==> config.mk <==
export PLATFORM = sky130hd
export DESIGN_NAME = injector_test_pulse_sequencer_flat
export DESIGN_NICKNAME = d
export VERILOG_FILES = /design/src/sv/itps_pkg.sv /design/src/sv/itps_in_if.sv /design/src/sv/itps_out_if.sv /design/src/sv/itps_step.sv /design/src/sv/injector_test_pulse_sequencer.sv /design/src/flat_wrapper.sv
export SDC_FILE = /design/constraint.sdc
export NUM_CORES = 1
export LEC_CHECK = 0
export ABC_AREA = 1
export BUFFER_PORTS_ARGS = -buffer_cell sky130_fd_sc_hd__buf_4
export CAP_MARGIN = 20
export CORE_ASPECT_RATIO = 1.2
export CORE_MARGIN = 4
export CORE_UTILIZATION = 41
export CTS_BUF_LIST = sky130_fd_sc_hd__clkbuf_16
export DETAILED_ROUTE_END_ITERATION = 8
export PLACE_DENSITY_LB_ADDON = 0.08
export SYNTH_ARGS = -nofsm -noshare
export SYNTH_HDL_FRONTEND = slang
export SYNTH_SLANG_ARGS = --single-unit
export TNS_END_PERCENT = 20
==> constraint.sdc <==
create_clock -name clk -period 4.16 [get_ports clk]
set_input_delay 0.208 -clock clk [delete_from_list [all_inputs] [get_ports clk]]
set_output_delay 0.208 -clock clk [all_outputs]
set_load 0.01 [all_outputs]
==> src/sv/itps_pkg.sv <==
// ----------------------------------------------------------------------------
// itps_pkg: injector test pulse sequencer shared types and constants
// State encoding, sequencer state record, configuration record, tick flags
// and the clamp limits used by the step logic.
// ----------------------------------------------------------------------------
package itps_pkg;

  // register indexes of the configuration port
  localparam int unsigned CFG_IDX_W = 3;
  localparam logic [CFG_IDX_W-1:0] REG_PULSE_ON      = 3'd0;
  localparam logic [CFG_IDX_W-1:0] REG_PULSE_OFF     = 3'd1;
  localparam logic [CFG_IDX_W-1:0] REG_TOTAL_TICKS   = 3'd2;
  localparam logic [CFG_IDX_W-1:0] REG_IDLE_HOLDOFF  = 3'd3;
  localparam logic [CFG_IDX_W-1:0] REG_FILL_DELAY    = 3'd4;
  localparam logic [CFG_IDX_W-1:0] REG_FILL_PULSE    = 3'd5;
  localparam logic [CFG_IDX_W-1:0] REG_SAMPLE_PERIOD = 3'd6;

  // clamp limits
  localparam logic [10:0] FILL_LIMIT    = 11'd1500;
  localparam logic [11:0] HOLDOFF_LIMIT = 12'd3000;
  localparam logic [12:0] BUDGET_LIMIT  = 13'd5000;
  localparam logic [16:0] PAUSE_LIMIT   = 17'd50000;
  localparam logic [15:0] PULSE10_MAX   = 16'd6553;
  localparam logic [15:0] INJECT_SAT    = 16'd65535;

  // reported state codes
  localparam logic [2:0] CODE_IDLE   = 3'd0;
  localparam logic [2:0] CODE_START  = 3'd1;
  localparam logic [2:0] CODE_ON     = 3'd2;
  localparam logic [2:0] CODE_OFF    = 3'd3;
  localparam logic [2:0] CODE_STOP   = 3'd4;
  localparam logic [2:0] CODE_END    = 3'd5;
  localparam logic [2:0] CODE_RECONF = 3'd6;
  localparam logic [2:0] CODE_FILL   = 3'd7;

  // sequencer state, one-hot
  typedef enum logic [7:0] {
    ST_IDLE   = 8'b0000_0001,
    ST_START  = 8'b0000_0010,
    ST_ON     = 8'b0000_0100,
    ST_OFF    = 8'b0000_1000,
    ST_STOP   = 8'b0001_0000,
    ST_END    = 8'b0010_0000,
    ST_RECONF = 8'b0100_0000,
    ST_FILL   = 8'b1000_0000
  } itps_main_t;

  typedef struct packed {
    logic test_enable;
    logic actuator_change;
    logic first_fill_request;
    logic first_fill_done;
  } itps_flags_t;

  typedef struct packed {
    logic [15:0] pulse_on_time;
    logic [15:0] pulse_off_time;
    logic [15:0] total_test_ticks;
    logic [15:0] idle_holdoff_ticks;
    logic [15:0] first_fill_delay;
    logic [15:0] first_fill_pulse;
    logic [15:0] sample_period;
  } itps_cfg_t;

  typedef struct packed {
    itps_main_t  main;
    logic        fill_phase;
    logic [15:0] inject;
    logic [12:0] budget;
    logic [15:0] pause;
    logic [11:0] holdoff;
    logic [10:0] countdown;
    logic        relay;
    logic        complete;
  } itps_state_t;

  // one-hot state to reported code
  function automatic logic [2:0] state_code(input itps_main_t s);
    logic [2:0] c;
    case (s)
      ST_IDLE:   c = CODE_IDLE;
      ST_START:  c = CODE_START;
      ST_ON:     c = CODE_ON;
      ST_OFF:    c = CODE_OFF;
      ST_STOP:   c = CODE_STOP;
      ST_END:    c = CODE_END;
      ST_RECONF: c = CODE_RECONF;
      default:   c = CODE_FILL;
    endcase
    return c;
  endfunction

endpackage

==> src/sv/itps_in_if.sv <==
// ----------------------------------------------------------------------------
// itps_in_if: tick channel
// Valid/ready channel carrying the four flags of one periodic tick.
// ----------------------------------------------------------------------------
interface itps_in_if;
  logic valid;
  logic ready;
  logic test_enable;
  logic actuator_change;
  logic first_fill_request;
  logic first_fill_done;

  modport source (
    output valid, test_enable, actuator_change, first_fill_request, first_fill_done,
    input  ready
  );
  modport sink (
    input  valid, test_enable, actuator_change, first_fill_request, first_fill_done,
    output ready
  );
endinterface

==> src/sv/itps_out_if.sv <==
// ----------------------------------------------------------------------------
// itps_out_if: result channel
// Valid/ready channel carrying the sequencer status after one tick.
// ----------------------------------------------------------------------------
interface itps_out_if;
  logic        valid;
  logic        ready;
  logic [2:0]  test_state;
  logic        first_fill_phase;
  logic [15:0] inject_time;
  logic        power_relay_on;
  logic        test_complete;

  modport source (
    output valid, test_state, first_fill_phase, inject_time, power_relay_on, test_complete,
    input  ready
  );
  modport sink (
    input  valid, test_state, first_fill_phase, inject_time, power_relay_on, test_complete,
    output ready
  );
endinterface

==> src/sv/itps_step.sv <==
// ----------------------------------------------------------------------------
// itps_step: next-state logic for one tick
// Computes the sequencer state after one tick from the current state, the
// configuration and the tick flags. Purely combinational.
// ----------------------------------------------------------------------------
module itps_step (
  input  itps_pkg::itps_state_t st,
  input  itps_pkg::itps_cfg_t   cfg,
  input  itps_pkg::itps_flags_t flags,
  output itps_pkg::itps_state_t st_nxt
);

  logic [15:0] sp;
  logic [16:0] sp_ext;
  logic [16:0] on_off_sum;
  logic [16:0] ph_sum;
  logic [16:0] ph_diff;
  logic [15:0] pause_load;
  logic [11:0] holdoff_load;
  logic [12:0] budget_load;
  logic [16:0] delay_p1;
  logic [10:0] fill_load;
  logic [10:0] pulse_clamp;
  logic [18:0] pulse_x10;
  logic [15:0] pulse_inject;
  logic        en;
  logic        abort;
  logic        start_ok;

  // clamped loads and shared arithmetic
  always_comb begin
    sp         = cfg.sample_period;
    sp_ext     = {1'b0, sp};
    on_off_sum = {1'b0, cfg.pulse_on_time} + {1'b0, cfg.pulse_off_time};
    ph_sum     = {1'b0, st.inject} + {1'b0, cfg.pulse_off_time};
    ph_diff    = ph_sum - sp_ext;
    if (ph_sum > sp_ext) begin
      pause_load = (ph_diff > itps_pkg::PAUSE_LIMIT) ? itps_pkg::PAUSE_LIMIT[15:0]
                                                      : ph_diff[15:0];
    end else begin
      pause_load = '0;
    end
    holdoff_load = (cfg.idle_holdoff_ticks > {4'b0, itps_pkg::HOLDOFF_LIMIT})
                 ? itps_pkg::HOLDOFF_LIMIT : cfg.idle_holdoff_ticks[11:0];
    budget_load  = (cfg.total_test_ticks > {3'b0, itps_pkg::BUDGET_LIMIT})
                 ? itps_pkg::BUDGET_LIMIT : cfg.total_test_ticks[12:0];
    delay_p1     = {1'b0, cfg.first_fill_delay} + 17'd1;
    fill_load    = (delay_p1 > {6'b0, itps_pkg::FILL_LIMIT})
                 ? itps_pkg::FILL_LIMIT : delay_p1[10:0];
    pulse_clamp  = (cfg.first_fill_pulse > {5'b0, itps_pkg::FILL_LIMIT})
                 ? itps_pkg::FILL_LIMIT : cfg.first_fill_pulse[10:0];
    // times ten as shift and add
    pulse_x10    = {cfg.first_fill_pulse, 3'b000} + {2'b00, cfg.first_fill_pulse, 1'b0};
    pulse_inject = (cfg.first_fill_pulse <= itps_pkg::PULSE10_MAX)
                 ? pulse_x10[15:0] : itps_pkg::INJECT_SAT;
    en       = flags.test_enable;
    abort    = !flags.test_enable || flags.actuator_change;
    start_ok = flags.test_enable && (st.holdoff == '0);
  end

  // state transitions
  always_comb begin
    st_nxt = st;
    case (st.main)
      itps_pkg::ST_IDLE: begin
        if (start_ok) begin
          st_nxt.main     = itps_pkg::ST_START;
          st_nxt.inject   = '0;
          st_nxt.relay    = 1'b1;
          st_nxt.complete = 1'b0;
        end else if (flags.first_fill_request) begin
          st_nxt.main       = itps_pkg::ST_FILL;
          st_nxt.fill_phase = 1'b0;
          st_nxt.countdown  = fill_load;
          st_nxt.relay      = 1'b0;
        end else if (st.holdoff != '0) begin
          st_nxt.holdoff = st.holdoff - 12'd1;
        end
      end
      itps_pkg::ST_START: begin
        if (en) begin
          st_nxt.main   = itps_pkg::ST_ON;
          st_nxt.inject = cfg.pulse_on_time;
          st_nxt.relay  = 1'b1;
          st_nxt.budget = budget_load;
        end
      end
      itps_pkg::ST_ON, itps_pkg::ST_OFF: begin
        if (abort) begin
          st_nxt.main     = itps_pkg::ST_STOP;
          st_nxt.inject   = '0;
          st_nxt.relay    = 1'b1;
          st_nxt.complete = 1'b0;
        end else if (st.budget <= 13'd1) begin
          st_nxt.main     = itps_pkg::ST_RECONF;
          st_nxt.inject   = '0;
          st_nxt.relay    = 1'b1;
          st_nxt.complete = 1'b1;
        end else begin
          st_nxt.budget = st.budget - 13'd1;
          if (st.main == itps_pkg::ST_ON) begin
            // on phase: count injection time down, then pause
            if (st.inject <= sp && on_off_sum > sp_ext) begin
              st_nxt.main   = itps_pkg::ST_OFF;
              st_nxt.pause  = pause_load;
              st_nxt.inject = '0;
            end else if (st.inject > sp) begin
              st_nxt.inject = st.inject - sp;
            end
          end else begin
            // off phase: count pause down, then next pulse
            if (st.pause <= sp) begin
              st_nxt.main   = itps_pkg::ST_ON;
              st_nxt.inject = cfg.pulse_on_time;
            end else begin
              st_nxt.pause = st.pause - sp;
            end
          end
        end
      end
      itps_pkg::ST_STOP: begin
        st_nxt.main     = itps_pkg::ST_IDLE;
        st_nxt.inject   = '0;
        st_nxt.relay    = 1'b0;
        st_nxt.complete = 1'b0;
        st_nxt.holdoff  = holdoff_load;
      end
      itps_pkg::ST_END: begin
        if (en) begin
          st_nxt.main     = itps_pkg::ST_IDLE;
          st_nxt.inject   = '0;
          st_nxt.relay    = 1'b0;
          st_nxt.complete = 1'b0;
          st_nxt.holdoff  = holdoff_load;
        end
      end
      itps_pkg::ST_RECONF: begin
        st_nxt.main     = itps_pkg::ST_END;
        st_nxt.relay    = 1'b0;
        st_nxt.complete = 1'b1;
      end
      default: begin
        // first fill: delay, one long pulse, back to idle, or to start when a start is allowed
        if (start_ok) begin
          st_nxt.main     = itps_pkg::ST_START;
          st_nxt.inject   = '0;
          st_nxt.relay    = 1'b1;
          st_nxt.complete = 1'b0;
        end else if (flags.first_fill_done || st.countdown == '0) begin
          st_nxt.main     = itps_pkg::ST_IDLE;
          st_nxt.inject   = '0;
          st_nxt.relay    = 1'b0;
          st_nxt.complete = 1'b0;
        end else if (!st.fill_phase && st.countdown == 11'd1) begin
          st_nxt.fill_phase = 1'b1;
          st_nxt.relay      = 1'b1;
          st_nxt.inject     = pulse_inject;
          st_nxt.countdown  = pulse_clamp;
        end else begin
          st_nxt.countdown = st.countdown - 11'd1;
        end
      end
    endcase
  end

endmodule

==> src/sv/injector_test_pulse_sequencer.sv <==
// ----------------------------------------------------------------------------
// injector_test_pulse_sequencer: injector actuator test sequencer
// Steps the eight-state injector test (holdoff, on/off pulsing, first fill)
// once per tick and reports the resulting status.
// ----------------------------------------------------------------------------
// One tick is taken per clock cycle while out_ch does not stall. A transfer
// on in_ch lands in an input register; once the result register is free, a
// single pass of next-state logic updates the sequencer state and loads the
// result register, so ticks may follow back to back. A stall on out_ch
// holds the result register and, once the input register is also full,
// drops in_ch.ready. Configuration writes through cfg_we/cfg_index/cfg_wdata
// take effect on the next tick; an index beyond the register list is ignored.
module injector_test_pulse_sequencer (
  input  logic                            clk,
  input  logic                            rst_n,
  itps_in_if.sink                         in_ch,
  itps_out_if.source                      out_ch,
  input  logic                            cfg_we,
  input  logic [itps_pkg::CFG_IDX_W-1:0]  cfg_index,
  input  logic [15:0]                     cfg_wdata
);

  itps_pkg::itps_cfg_t   cfg_r;
  itps_pkg::itps_state_t state_r;
  itps_pkg::itps_state_t state_nxt;
  itps_pkg::itps_flags_t flags_r;
  logic                  s1_valid_r;
  logic                  out_valid_r;
  logic [2:0]            out_state_r;
  logic                  out_phase_r;
  logic [15:0]           out_inject_r;
  logic                  out_relay_r;
  logic                  out_complete_r;
  logic                  out_free;
  logic                  s1_advance;
  logic                  in_xfer;

  // handshake
  assign out_free   = !out_valid_r || out_ch.ready;
  assign s1_advance = s1_valid_r && out_free;
  assign in_ch.ready = !s1_valid_r || out_free;
  assign in_xfer    = in_ch.valid && in_ch.ready;

  // configuration registers
  always_ff @(posedge clk) begin
    if (!rst_n) begin
      cfg_r <= '{pulse_on_time:      16'd0,
                 pulse_off_time:     16'd0,
                 total_test_ticks:   16'd0,
                 idle_holdoff_ticks: 16'd0,
                 first_fill_delay:   16'd0,
                 first_fill_pulse:   16'd0,
                 sample_period:      16'd1};
    end else if (cfg_we) begin
      case (cfg_index)
        itps_pkg::REG_PULSE_ON:      cfg_r.pulse_on_time      <= cfg_wdata;
        itps_pkg::REG_PULSE_OFF:     cfg_r.pulse_off_time     <= cfg_wdata;
        itps_pkg::REG_TOTAL_TICKS:   cfg_r.total_test_ticks   <= cfg_wdata;
        itps_pkg::REG_IDLE_HOLDOFF:  cfg_r.idle_holdoff_ticks <= cfg_wdata;
        itps_pkg::REG_FILL_DELAY:    cfg_r.first_fill_delay   <= cfg_wdata;
        itps_pkg::REG_FILL_PULSE:    cfg_r.first_fill_pulse   <= cfg_wdata;
        itps_pkg::REG_SAMPLE_PERIOD: cfg_r.sample_period      <= cfg_wdata;
        default: ;
      endcase
    end
  end

  // input register
  always_ff @(posedge clk) begin
    if (!rst_n) begin
      s1_valid_r <= 1'b0;
    end else if (in_ch.ready) begin
      s1_valid_r <= in_ch.valid;
    end
  end

  always_ff @(posedge clk) begin
    if (in_xfer) begin
      flags_r.test_enable        <= in_ch.test_enable;
      flags_r.actuator_change    <= in_ch.actuator_change;
      flags_r.first_fill_request <= in_ch.first_fill_request;
      flags_r.first_fill_done    <= in_ch.first_fill_done;
    end
  end

  // next-state logic
  itps_step u_step (
    .st     (state_r),
    .cfg    (cfg_r),
    .flags  (flags_r),
    .st_nxt (state_nxt)
  );

  // sequencer state
  always_ff @(posedge clk) begin
    if (!rst_n) begin
      state_r <= '{main:       itps_pkg::ST_IDLE,
                   fill_phase: 1'b0,
                   inject:     16'd0,
                   budget:     13'd0,
                   pause:      16'd0,
                   holdoff:    12'd0,
                   countdown:  11'd0,
                   relay:      1'b0,
                   complete:   1'b0};
    end else if (s1_advance) begin
      state_r <= state_nxt;
    end
  end

  // result register
  always_ff @(posedge clk) begin
    if (!rst_n) begin
      out_valid_r <= 1'b0;
    end else if (out_free) begin
      out_valid_r <= s1_valid_r;
    end
  end

  always_ff @(posedge clk) begin
    if (s1_advance) begin
      out_state_r    <= itps_pkg::state_code(state_nxt.main);
      out_phase_r    <= state_nxt.fill_phase;
      out_inject_r   <= state_nxt.inject;
      out_relay_r    <= state_nxt.relay;
      out_complete_r <= state_nxt.complete;
    end
  end

  assign out_ch.valid            = out_valid_r;
  assign out_ch.test_state       = out_state_r;
  assign out_ch.first_fill_phase = out_phase_r;
  assign out_ch.inject_time      = out_inject_r;
  assign out_ch.power_relay_on   = out_relay_r;
  assign out_ch.test_complete    = out_complete_r;

endmodule

==> src/flat_wrapper.sv <==
// flat-port wrapper written by rule: the top's interface ports become plain ports
module injector_test_pulse_sequencer_flat 
  (clk, rst_n, cfg_we, cfg_index, cfg_wdata, in_ch_valid, in_ch_test_enable, in_ch_actuator_change, in_ch_first_fill_request, in_ch_first_fill_done, in_ch_ready, out_ch_valid, out_ch_test_state, out_ch_first_fill_phase, out_ch_inject_time, out_ch_power_relay_on, out_ch_test_complete, out_ch_ready);
  itps_in_if in_ch_i ();
  itps_out_if out_ch_i ();
  input  logic clk;
  input  logic rst_n;
  input  logic cfg_we;
  input  logic [itps_pkg::CFG_IDX_W-1:0] cfg_index;
  input  logic [15:0] cfg_wdata;
  input wire logic [$bits(in_ch_i.valid)-1:0] in_ch_valid;
  input wire logic [$bits(in_ch_i.test_enable)-1:0] in_ch_test_enable;
  input wire logic [$bits(in_ch_i.actuator_change)-1:0] in_ch_actuator_change;
  input wire logic [$bits(in_ch_i.first_fill_request)-1:0] in_ch_first_fill_request;
  input wire logic [$bits(in_ch_i.first_fill_done)-1:0] in_ch_first_fill_done;
  output wire logic [$bits(in_ch_i.ready)-1:0] in_ch_ready;
  output wire logic [$bits(out_ch_i.valid)-1:0] out_ch_valid;
  output wire logic [$bits(out_ch_i.test_state)-1:0] out_ch_test_state;
  output wire logic [$bits(out_ch_i.first_fill_phase)-1:0] out_ch_first_fill_phase;
  output wire logic [$bits(out_ch_i.inject_time)-1:0] out_ch_inject_time;
  output wire logic [$bits(out_ch_i.power_relay_on)-1:0] out_ch_power_relay_on;
  output wire logic [$bits(out_ch_i.test_complete)-1:0] out_ch_test_complete;
  input wire logic [$bits(out_ch_i.ready)-1:0] out_ch_ready;
  assign in_ch_i.valid = in_ch_valid;
  assign in_ch_i.test_enable = in_ch_test_enable;
  assign in_ch_i.actuator_change = in_ch_actuator_change;
  assign in_ch_i.first_fill_request = in_ch_first_fill_request;
  assign in_ch_i.first_fill_done = in_ch_first_fill_done;
  assign in_ch_ready = in_ch_i.ready;
  assign out_ch_valid = out_ch_i.valid;
  assign out_ch_test_state = out_ch_i.test_state;
  assign out_ch_first_fill_phase = out_ch_i.first_fill_phase;
  assign out_ch_inject_time = out_ch_i.inject_time;
  assign out_ch_power_relay_on = out_ch_i.power_relay_on;
  assign out_ch_test_complete = out_ch_i.test_complete;
  assign out_ch_i.ready = out_ch_ready;
  injector_test_pulse_sequencer u_core (.clk(clk), .rst_n(rst_n), .in_ch(in_ch_i), .out_ch(out_ch_i), .cfg_we(cfg_we), .cfg_index(cfg_index), .cfg_wdata(cfg_wdata));
endmodule
==> Yosys cells after proc, flatten, opt, wreduce, memory -nomap -nowiden <==
Cells that the tools add are included.
{ "classes": {"addsub": 10, "n_lt_le_gt_ge": 12, "n_eq_ne": 32, "n_mux": 65, "bitwise_logic": 4, "reduce_logical": 33} }
{ "ops": {"columns": ["operator", "count"], "rows": [
  ["$mux W16", 16],
  ["$pmux W16 S6", 1],
  ["$mux W29", 3],
  ["$mux W8", 10],
  ["$mux W12", 5],
  ["$mux W11", 5],
  ["$pmux W8 S6", 1],
  ["$pmux W12 S3", 1],
  ["$add A16 B16 Y17", 2],
  ["$gt A17 B16 Y1", 2],
  ["$le A16 B16 Y1", 2],
  ["$sub A16 B16 Y16", 2],
  ["$pmux W13 S2", 1],
  ["$mux W23", 1],
  ["$pmux W11 S2", 1],
  ["$pmux W3 S7", 1],
  ["$add A16 B1 Y17 const B", 1],
  ["$gt A17 B11 Y1 const B", 1],
  ["$gt A17 B16 Y1 const B", 1],
  ["$mux W17", 1],
  ["$sub A17 B16 Y17", 1],
  ["$add A16 B16 Y16", 1],
  ["$eq A8 B1 Y1 const B", 2],
  ["$eq A8 B2 Y1 const B", 2],
  ["42 further kinds", 92]
]} }
{ "totals": {"register_bits": 219, "inputBits": 28, "out_inout_bits": 24, "word_cells": 183} }

==> Depth between registers and ports, before layout <==
{ "logic_depth": {"depth_word": 10, "depth_mapped": 30, "depth_no_buf": 30} }

==> Hierarchy <==
A second synthesis with hierarchy kept.
{ "hier_totals": {"cells_unflattened": 2651, "area_unflattened_um2": 17339.1} }
{ "modules_own_cells": {"columns": ["module", "n_inst", "cells_per_inst", "area_per_inst_um2"], "rows": [
  ["itps_step", 1, 1729, 9651.8],
  ["injector_test_pulse_sequencer", 1, 922, 7687.4]
]} }

==> Worst setup path after synthesis <==
Ideal clock, no wire load.
{ "synth_path": {"kind": "reg2reg", "start": "register u_core.state_r[56] in the netlist's numbering", "end": "register u_core.state_r[32] in the netlist's numbering", "setup_ns": 0.117, "arrival_ns": 3.639, "t_required_ns": 4.043, "setup_slack_ns": 0.404, "path_stages_with_launch": 28, "n_path_buf": 1, "period_less_slack_ns": 3.756, "path_cell_list": "dfxtp_1 > ha_1 > a21oi_1 > nand2_1 > nand2_1 > nand2_1 > a21boi_0 > o21ai_0 > a21oi_1 > inv_1 > a31oi_1 > o21ai_0 > xnor2_1 > inv_1 > ha_1 > inv_1 > nor3_1 > a21oi_1 > nand2b_1 > nand2_1 > nand2_1 > nor2_1 > nand3_1 > nand3_1 > nand2_2 > buf_6 > a21oi_1 > nor2_1"} }
{ "synth_between": {"elab_chain_len": 7, "word_cells_on_any_way": 12, "classes_between": "add/sub: 2; order compare: 3; eq/ne: 1; mux: 4; reduce/logical: 2"} }
{ "synth_lines": {"columns": ["element", "line_no", "source"], "rows": [
  ["start, declared", "injector_test_pulse_sequencer.sv:24", "itps_pkg::itps_state_t state_r;"],
  ["start signal, assigned", "injector_test_pulse_sequencer.sv:97", "state_r <= '{main: itps_pkg::ST_IDLE,"],
  ["start signal, assigned", "injector_test_pulse_sequencer.sv:107", "state_r <= state_nxt;"],
  ["$add A16 B16 Y17", "itps_step.sv:35", "ph_sum = {1'b0, st.inject} + {1'b0, cfg.pulse_off_time};"],
  ["$sub A17 B16 Y17", "itps_step.sv:36", "ph_diff = ph_sum - sp_ext;"],
  ["$gt A17 B16 Y1", "itps_step.sv:38", "pause_load = (ph_diff > itps_pkg::PAUSE_LIMIT) ? itps_pkg::PAUSE_LIMIT[15:0]"],
  ["$mux W16", "itps_step.sv:38", null],
  ["$mux W16", "itps_step.sv:37", "if (ph_sum > sp_ext) begin"],
  ["$mux W16", "itps_step.sv:103", "if (st.inject <= sp && on_off_sum > sp_ext) begin"],
  ["$mux W16", "itps_step.sv:101", "if (st.main == itps_pkg::ST_ON) begin"]
]} }
Several ways; a longest one is shown, not always the timed one. The select of a mux whose other input is x is not followed.
A chain may end at the register's enable or synchronous reset.

==> Final worst setup path <==
{ "layout_path": {"start": "register u_core.state_r[54] in the netlist's numbering", "end": "register u_core.state_r[37] in the netlist's numbering"} }
Same word-level chain as after synthesis.

==> run summary <==
Crit. End Element: flop
Peak VDD IR: 0.000368 V
Die X: 188 um
Fin crit share: 0.956
Total number of vias: 16400
Critical path class: reg -> reg
CP Data Required Time: 4.62 ns
Overall global routing resource usage: 0.259
Gr ovfl total: 0
Status: completed
Clk_lat worst skew: 0.56 ns
PortBufs: 51
Routability cong.: 0.925
Buf+Inv Stages, Crit Path: 2
Sequential area share after synthesis: 0.293
Die Height: 223 um
Wire per inst: 19.2 um
H-Tree Depth: 1
Full die area: 41900 um2
Ys Warns: 0
Share of layout cells above drive strength 1: 0.137
Vias per cell: 5.51
Largest net degree at the start of global routing: 88
FMAX: 251 MHz
Vias in the first global route: 15500
DRC: 0
Top delay family on crit path: simple AND/OR/NAND/NOR gates
Maxcap violations: 0
P per Cell Area: 361 nW/um2
CP max FO: 7
ANT nets after route: 0
Slew Limit Fails: 0
Initial antenna violation count: 0
Mapped Nets: 2490
Final Cell Area: 18800 um2
Clk pin slew, worst setup/hold paths: 0.06 ns
Root Driver: clkbuf_16
Site Rows: 78
Drt first pass iters: 5
Number of flops mapped to enable cells by yosys: 26
Final Skew: 0.0148 ns
FFs w/ async S/R, synth: 0
Biggest cell delay along the critical path: 0.41 ns
Mean post-synth cell area: 6.77 um2
RSZ-0062 raised after global routing: yes
Ports: 52
Ys flop type: dfxtp_1
Cells after Synth: 2341
Synth Cell Area: 15900 um2
Worst setup SP type: flop
P&R area growth vs syn: 18.3%
Clock tree sinks: 219
Synthesized flop and latch total: 219
Slowest CP cell: fa_2
Worst Path Arrival: 4.43 ns
Initial core utilization: 0.418
# nets final: 2621
Setup_tns: 0 ns
CTS Buffer Depth: 3
Worst Max-Slew Pin Slew: 0.943 ns
Placeable Area: 38000 um2
HPWL Detailed: 42800 um
Total CTS buffers: 26
Hold crit path type: in -> reg
Global-route wire length before repair: 87300 um
Setup-failing EPs final: 0
TritonCTS clock tree: built
Slew HR: 0.371
Dpl cell area: 17200 um2
Fin crit period: 3.98 ns
Post-synth cell types: 66
Total power: 0.00677 W
Post-Route WL: 57000 um
Hold Violations, Final: 0
Pleak: 8.78 nW
Synth area leaders: dfxtp_1, ha_1, nand2_1, o21ai_0, nor2_1
Post-synth top area share: 0.244
Post-synth top area cell: dfxtp_1
DR iter-0 viols: 1149
Antenna Cells: 0
[routing by layer]
layer | vias to the layer above | GRT usage | part of all wire
met5 | - | 0 | 0
met4 | 0 | 0.129 | 0.057
met3 | 121 | 0.0263 | 0.042
met2 | 411 | 0.464 | 0.49
met1 | 7677 | 0.308 | 0.41
li1 | 8156 | - | -
[cell usage after synthesis (12+ instances only)]
library cell / count
a21oi_1: 230
a22oi_1: 16
a31oi_1: 19
clkbuf_1: 49
dfxtp_1: 193
edfxtp_1: 26
ha_1: 115
inv_1: 290
inv_2: 12
nand2_1: 352
nand3_1: 107
nand3b_1: 13
nand4_1: 39
nor2_1: 326
nor3_1: 29
o211ai_1: 12
o21ai_0: 258
o221ai_1: 15
xnor2_1: 28
xor2_1: 55
[report_power, final]
part | internal (W) | switching [W]
combinational | 0.000820 | 0.00142
clock | 0.00120 | 0.000973
sequential | 0.00225 | 0.0000998
[registers in the layout (all words and copies together), names as in the netlist]
name,cells
u_core.cfg_r,112
u_core.state_r,79
u_core.out_ch.inject_time,16
u_core.flags_r,4
u_core.out_ch.test_state,3
u_core.out_ch.first_fill_phase,1
u_core.out_ch.power_relay_on,1
u_core.out_ch.test_complete,1
u_core.out_ch.valid,1
u_core.s1_valid_r,1
[worst register-to-register path, cell delays in order (launching register included)]
cell      delay, ns
dfxtp_1        0.32
ha_2           0.21
fa_2           0.41
a21oi_2        0.15
o21ai_2        0.07
nand2_1        0.07
nand2_2        0.06
a21oi_2        0.14
o21ai_2        0.08
a21oi_2        0.18
o21bai_1       0.11
xor2_1         0.18
ha_2           0.40
inv_2          0.08
nor3_4         0.23
a21oi_2        0.09
nand2b_1       0.15
nand2_2        0.12
nand2_1        0.07
nor2_2         0.15
nand3_2        0.12
nand3_4        0.15
nand2_8        0.09
nand3b_1       0.09
nand2_1        0.06
nand2_1        0.06
inv_1          0.04
[stage by stage]
stage / util / setup WS, ns / std cells / hold slack [ns]
after global routing: 0.494 / -0.126 / 2972 / 0.0159
after floorplan: - / 0.404 / 2341 / 0.307
after global placement: 0.452 / -0.00150 / 2883 / 0.387
final: 0.494 / 0.182 / 2972 / 0.0282
after detailed placement: 0.452 / -0.0590 / 2884 / 0.388
after CTS: 0.479 / 0.0256 / 2949 / 0.00202
[final cells by class]
| cell class | instances | area, um2 |
|---|---|---|
| Timing Repair Buffer | 166 | 1330 |
| Clock buffer | 26 | 651 |
| Tap cell | 480 | 601 |
| Inverter | 306 | 1150 |
| Fill cell | 3891 | 19200 |
| Sequential cell | 219 | 4660 |
| Clock inverter | 22 | 146 |
| Multi-Input combinational cell | 1753 | 10200 |
[cell families (layout without fill, tap and decap cells)]
family | count (synthesis) | count (layout) | synth area share
buffers and inverters | 373 | 520 | 0.0914
flip-flops | 219 | 219 | 0.293
adder cells (fa/ha/maj) | 121 | 121 | 0.0983
AO/OA/AOI/OAI | 627 | 627 | 0.219
XOR/XNOR | 83 | 83 | 0.0458
AND/OR/NAND/NOR | 918 | 922 | 0.253
[cell usage in the layout (no fill, tap or decap), types with 17 or more instances in the layout]
master	n
a21oi_1	215
a21oi_2	17
a31oi_1	18
buf_4	144
clkbuf_16	26
dfxtp_1	183
dlygate4sd3_1	17
edfxtp_1	26
ha_1	103
inv_1	288
inv_2	17
nand2_1	339
nand3_1	97
nand4_1	39
nor2_1	320
nor3_1	27
o21ai_0	249
xnor2_1	25
xor2_1	53
[final timing paths]
| kind | startpoint | to | slack [ns] | depth (start not counted) |
|---|---|---|---|---|
| worst max register to register | u_core.state_r[54]$_SDFFE_PN0P_ | u_core.state_r[37]$_SDFFE_PN0P_ | 0.18 | 26 |
| worst max-delay path | u_core.state_r[54]$_SDFFE_PN0P_ | u_core.state_r[37]$_SDFFE_PN0P_ | 0.18 | 26 |
| worst min register to register | u_core.cfg_r[61]$_SDFFE_PN0P_ | u_core.cfg_r[61]$_SDFFE_PN0P_ | 0.47 | 2 |
| worst min-delay path | cfg_wdata[12] | u_core.cfg_r[76]$_SDFFE_PN0P_ | 0.03 | 3 |
[repair_timing]
| item | 4_1_cts | 5_1_grt |
|---|---|---|
| setup buffers | 0 | 19 |
| hold buffers | 17 | 0 |
| hold endpoints to repair | 35 | 0 |
| resized for setup | 4 | 110 |
| setup endpoints to repair | 16 | 53 |
| cloned | 0 | 4 |
| pin swaps | 2 | 57 |
No activity file was read; power rests on OpenSTA's default activity.
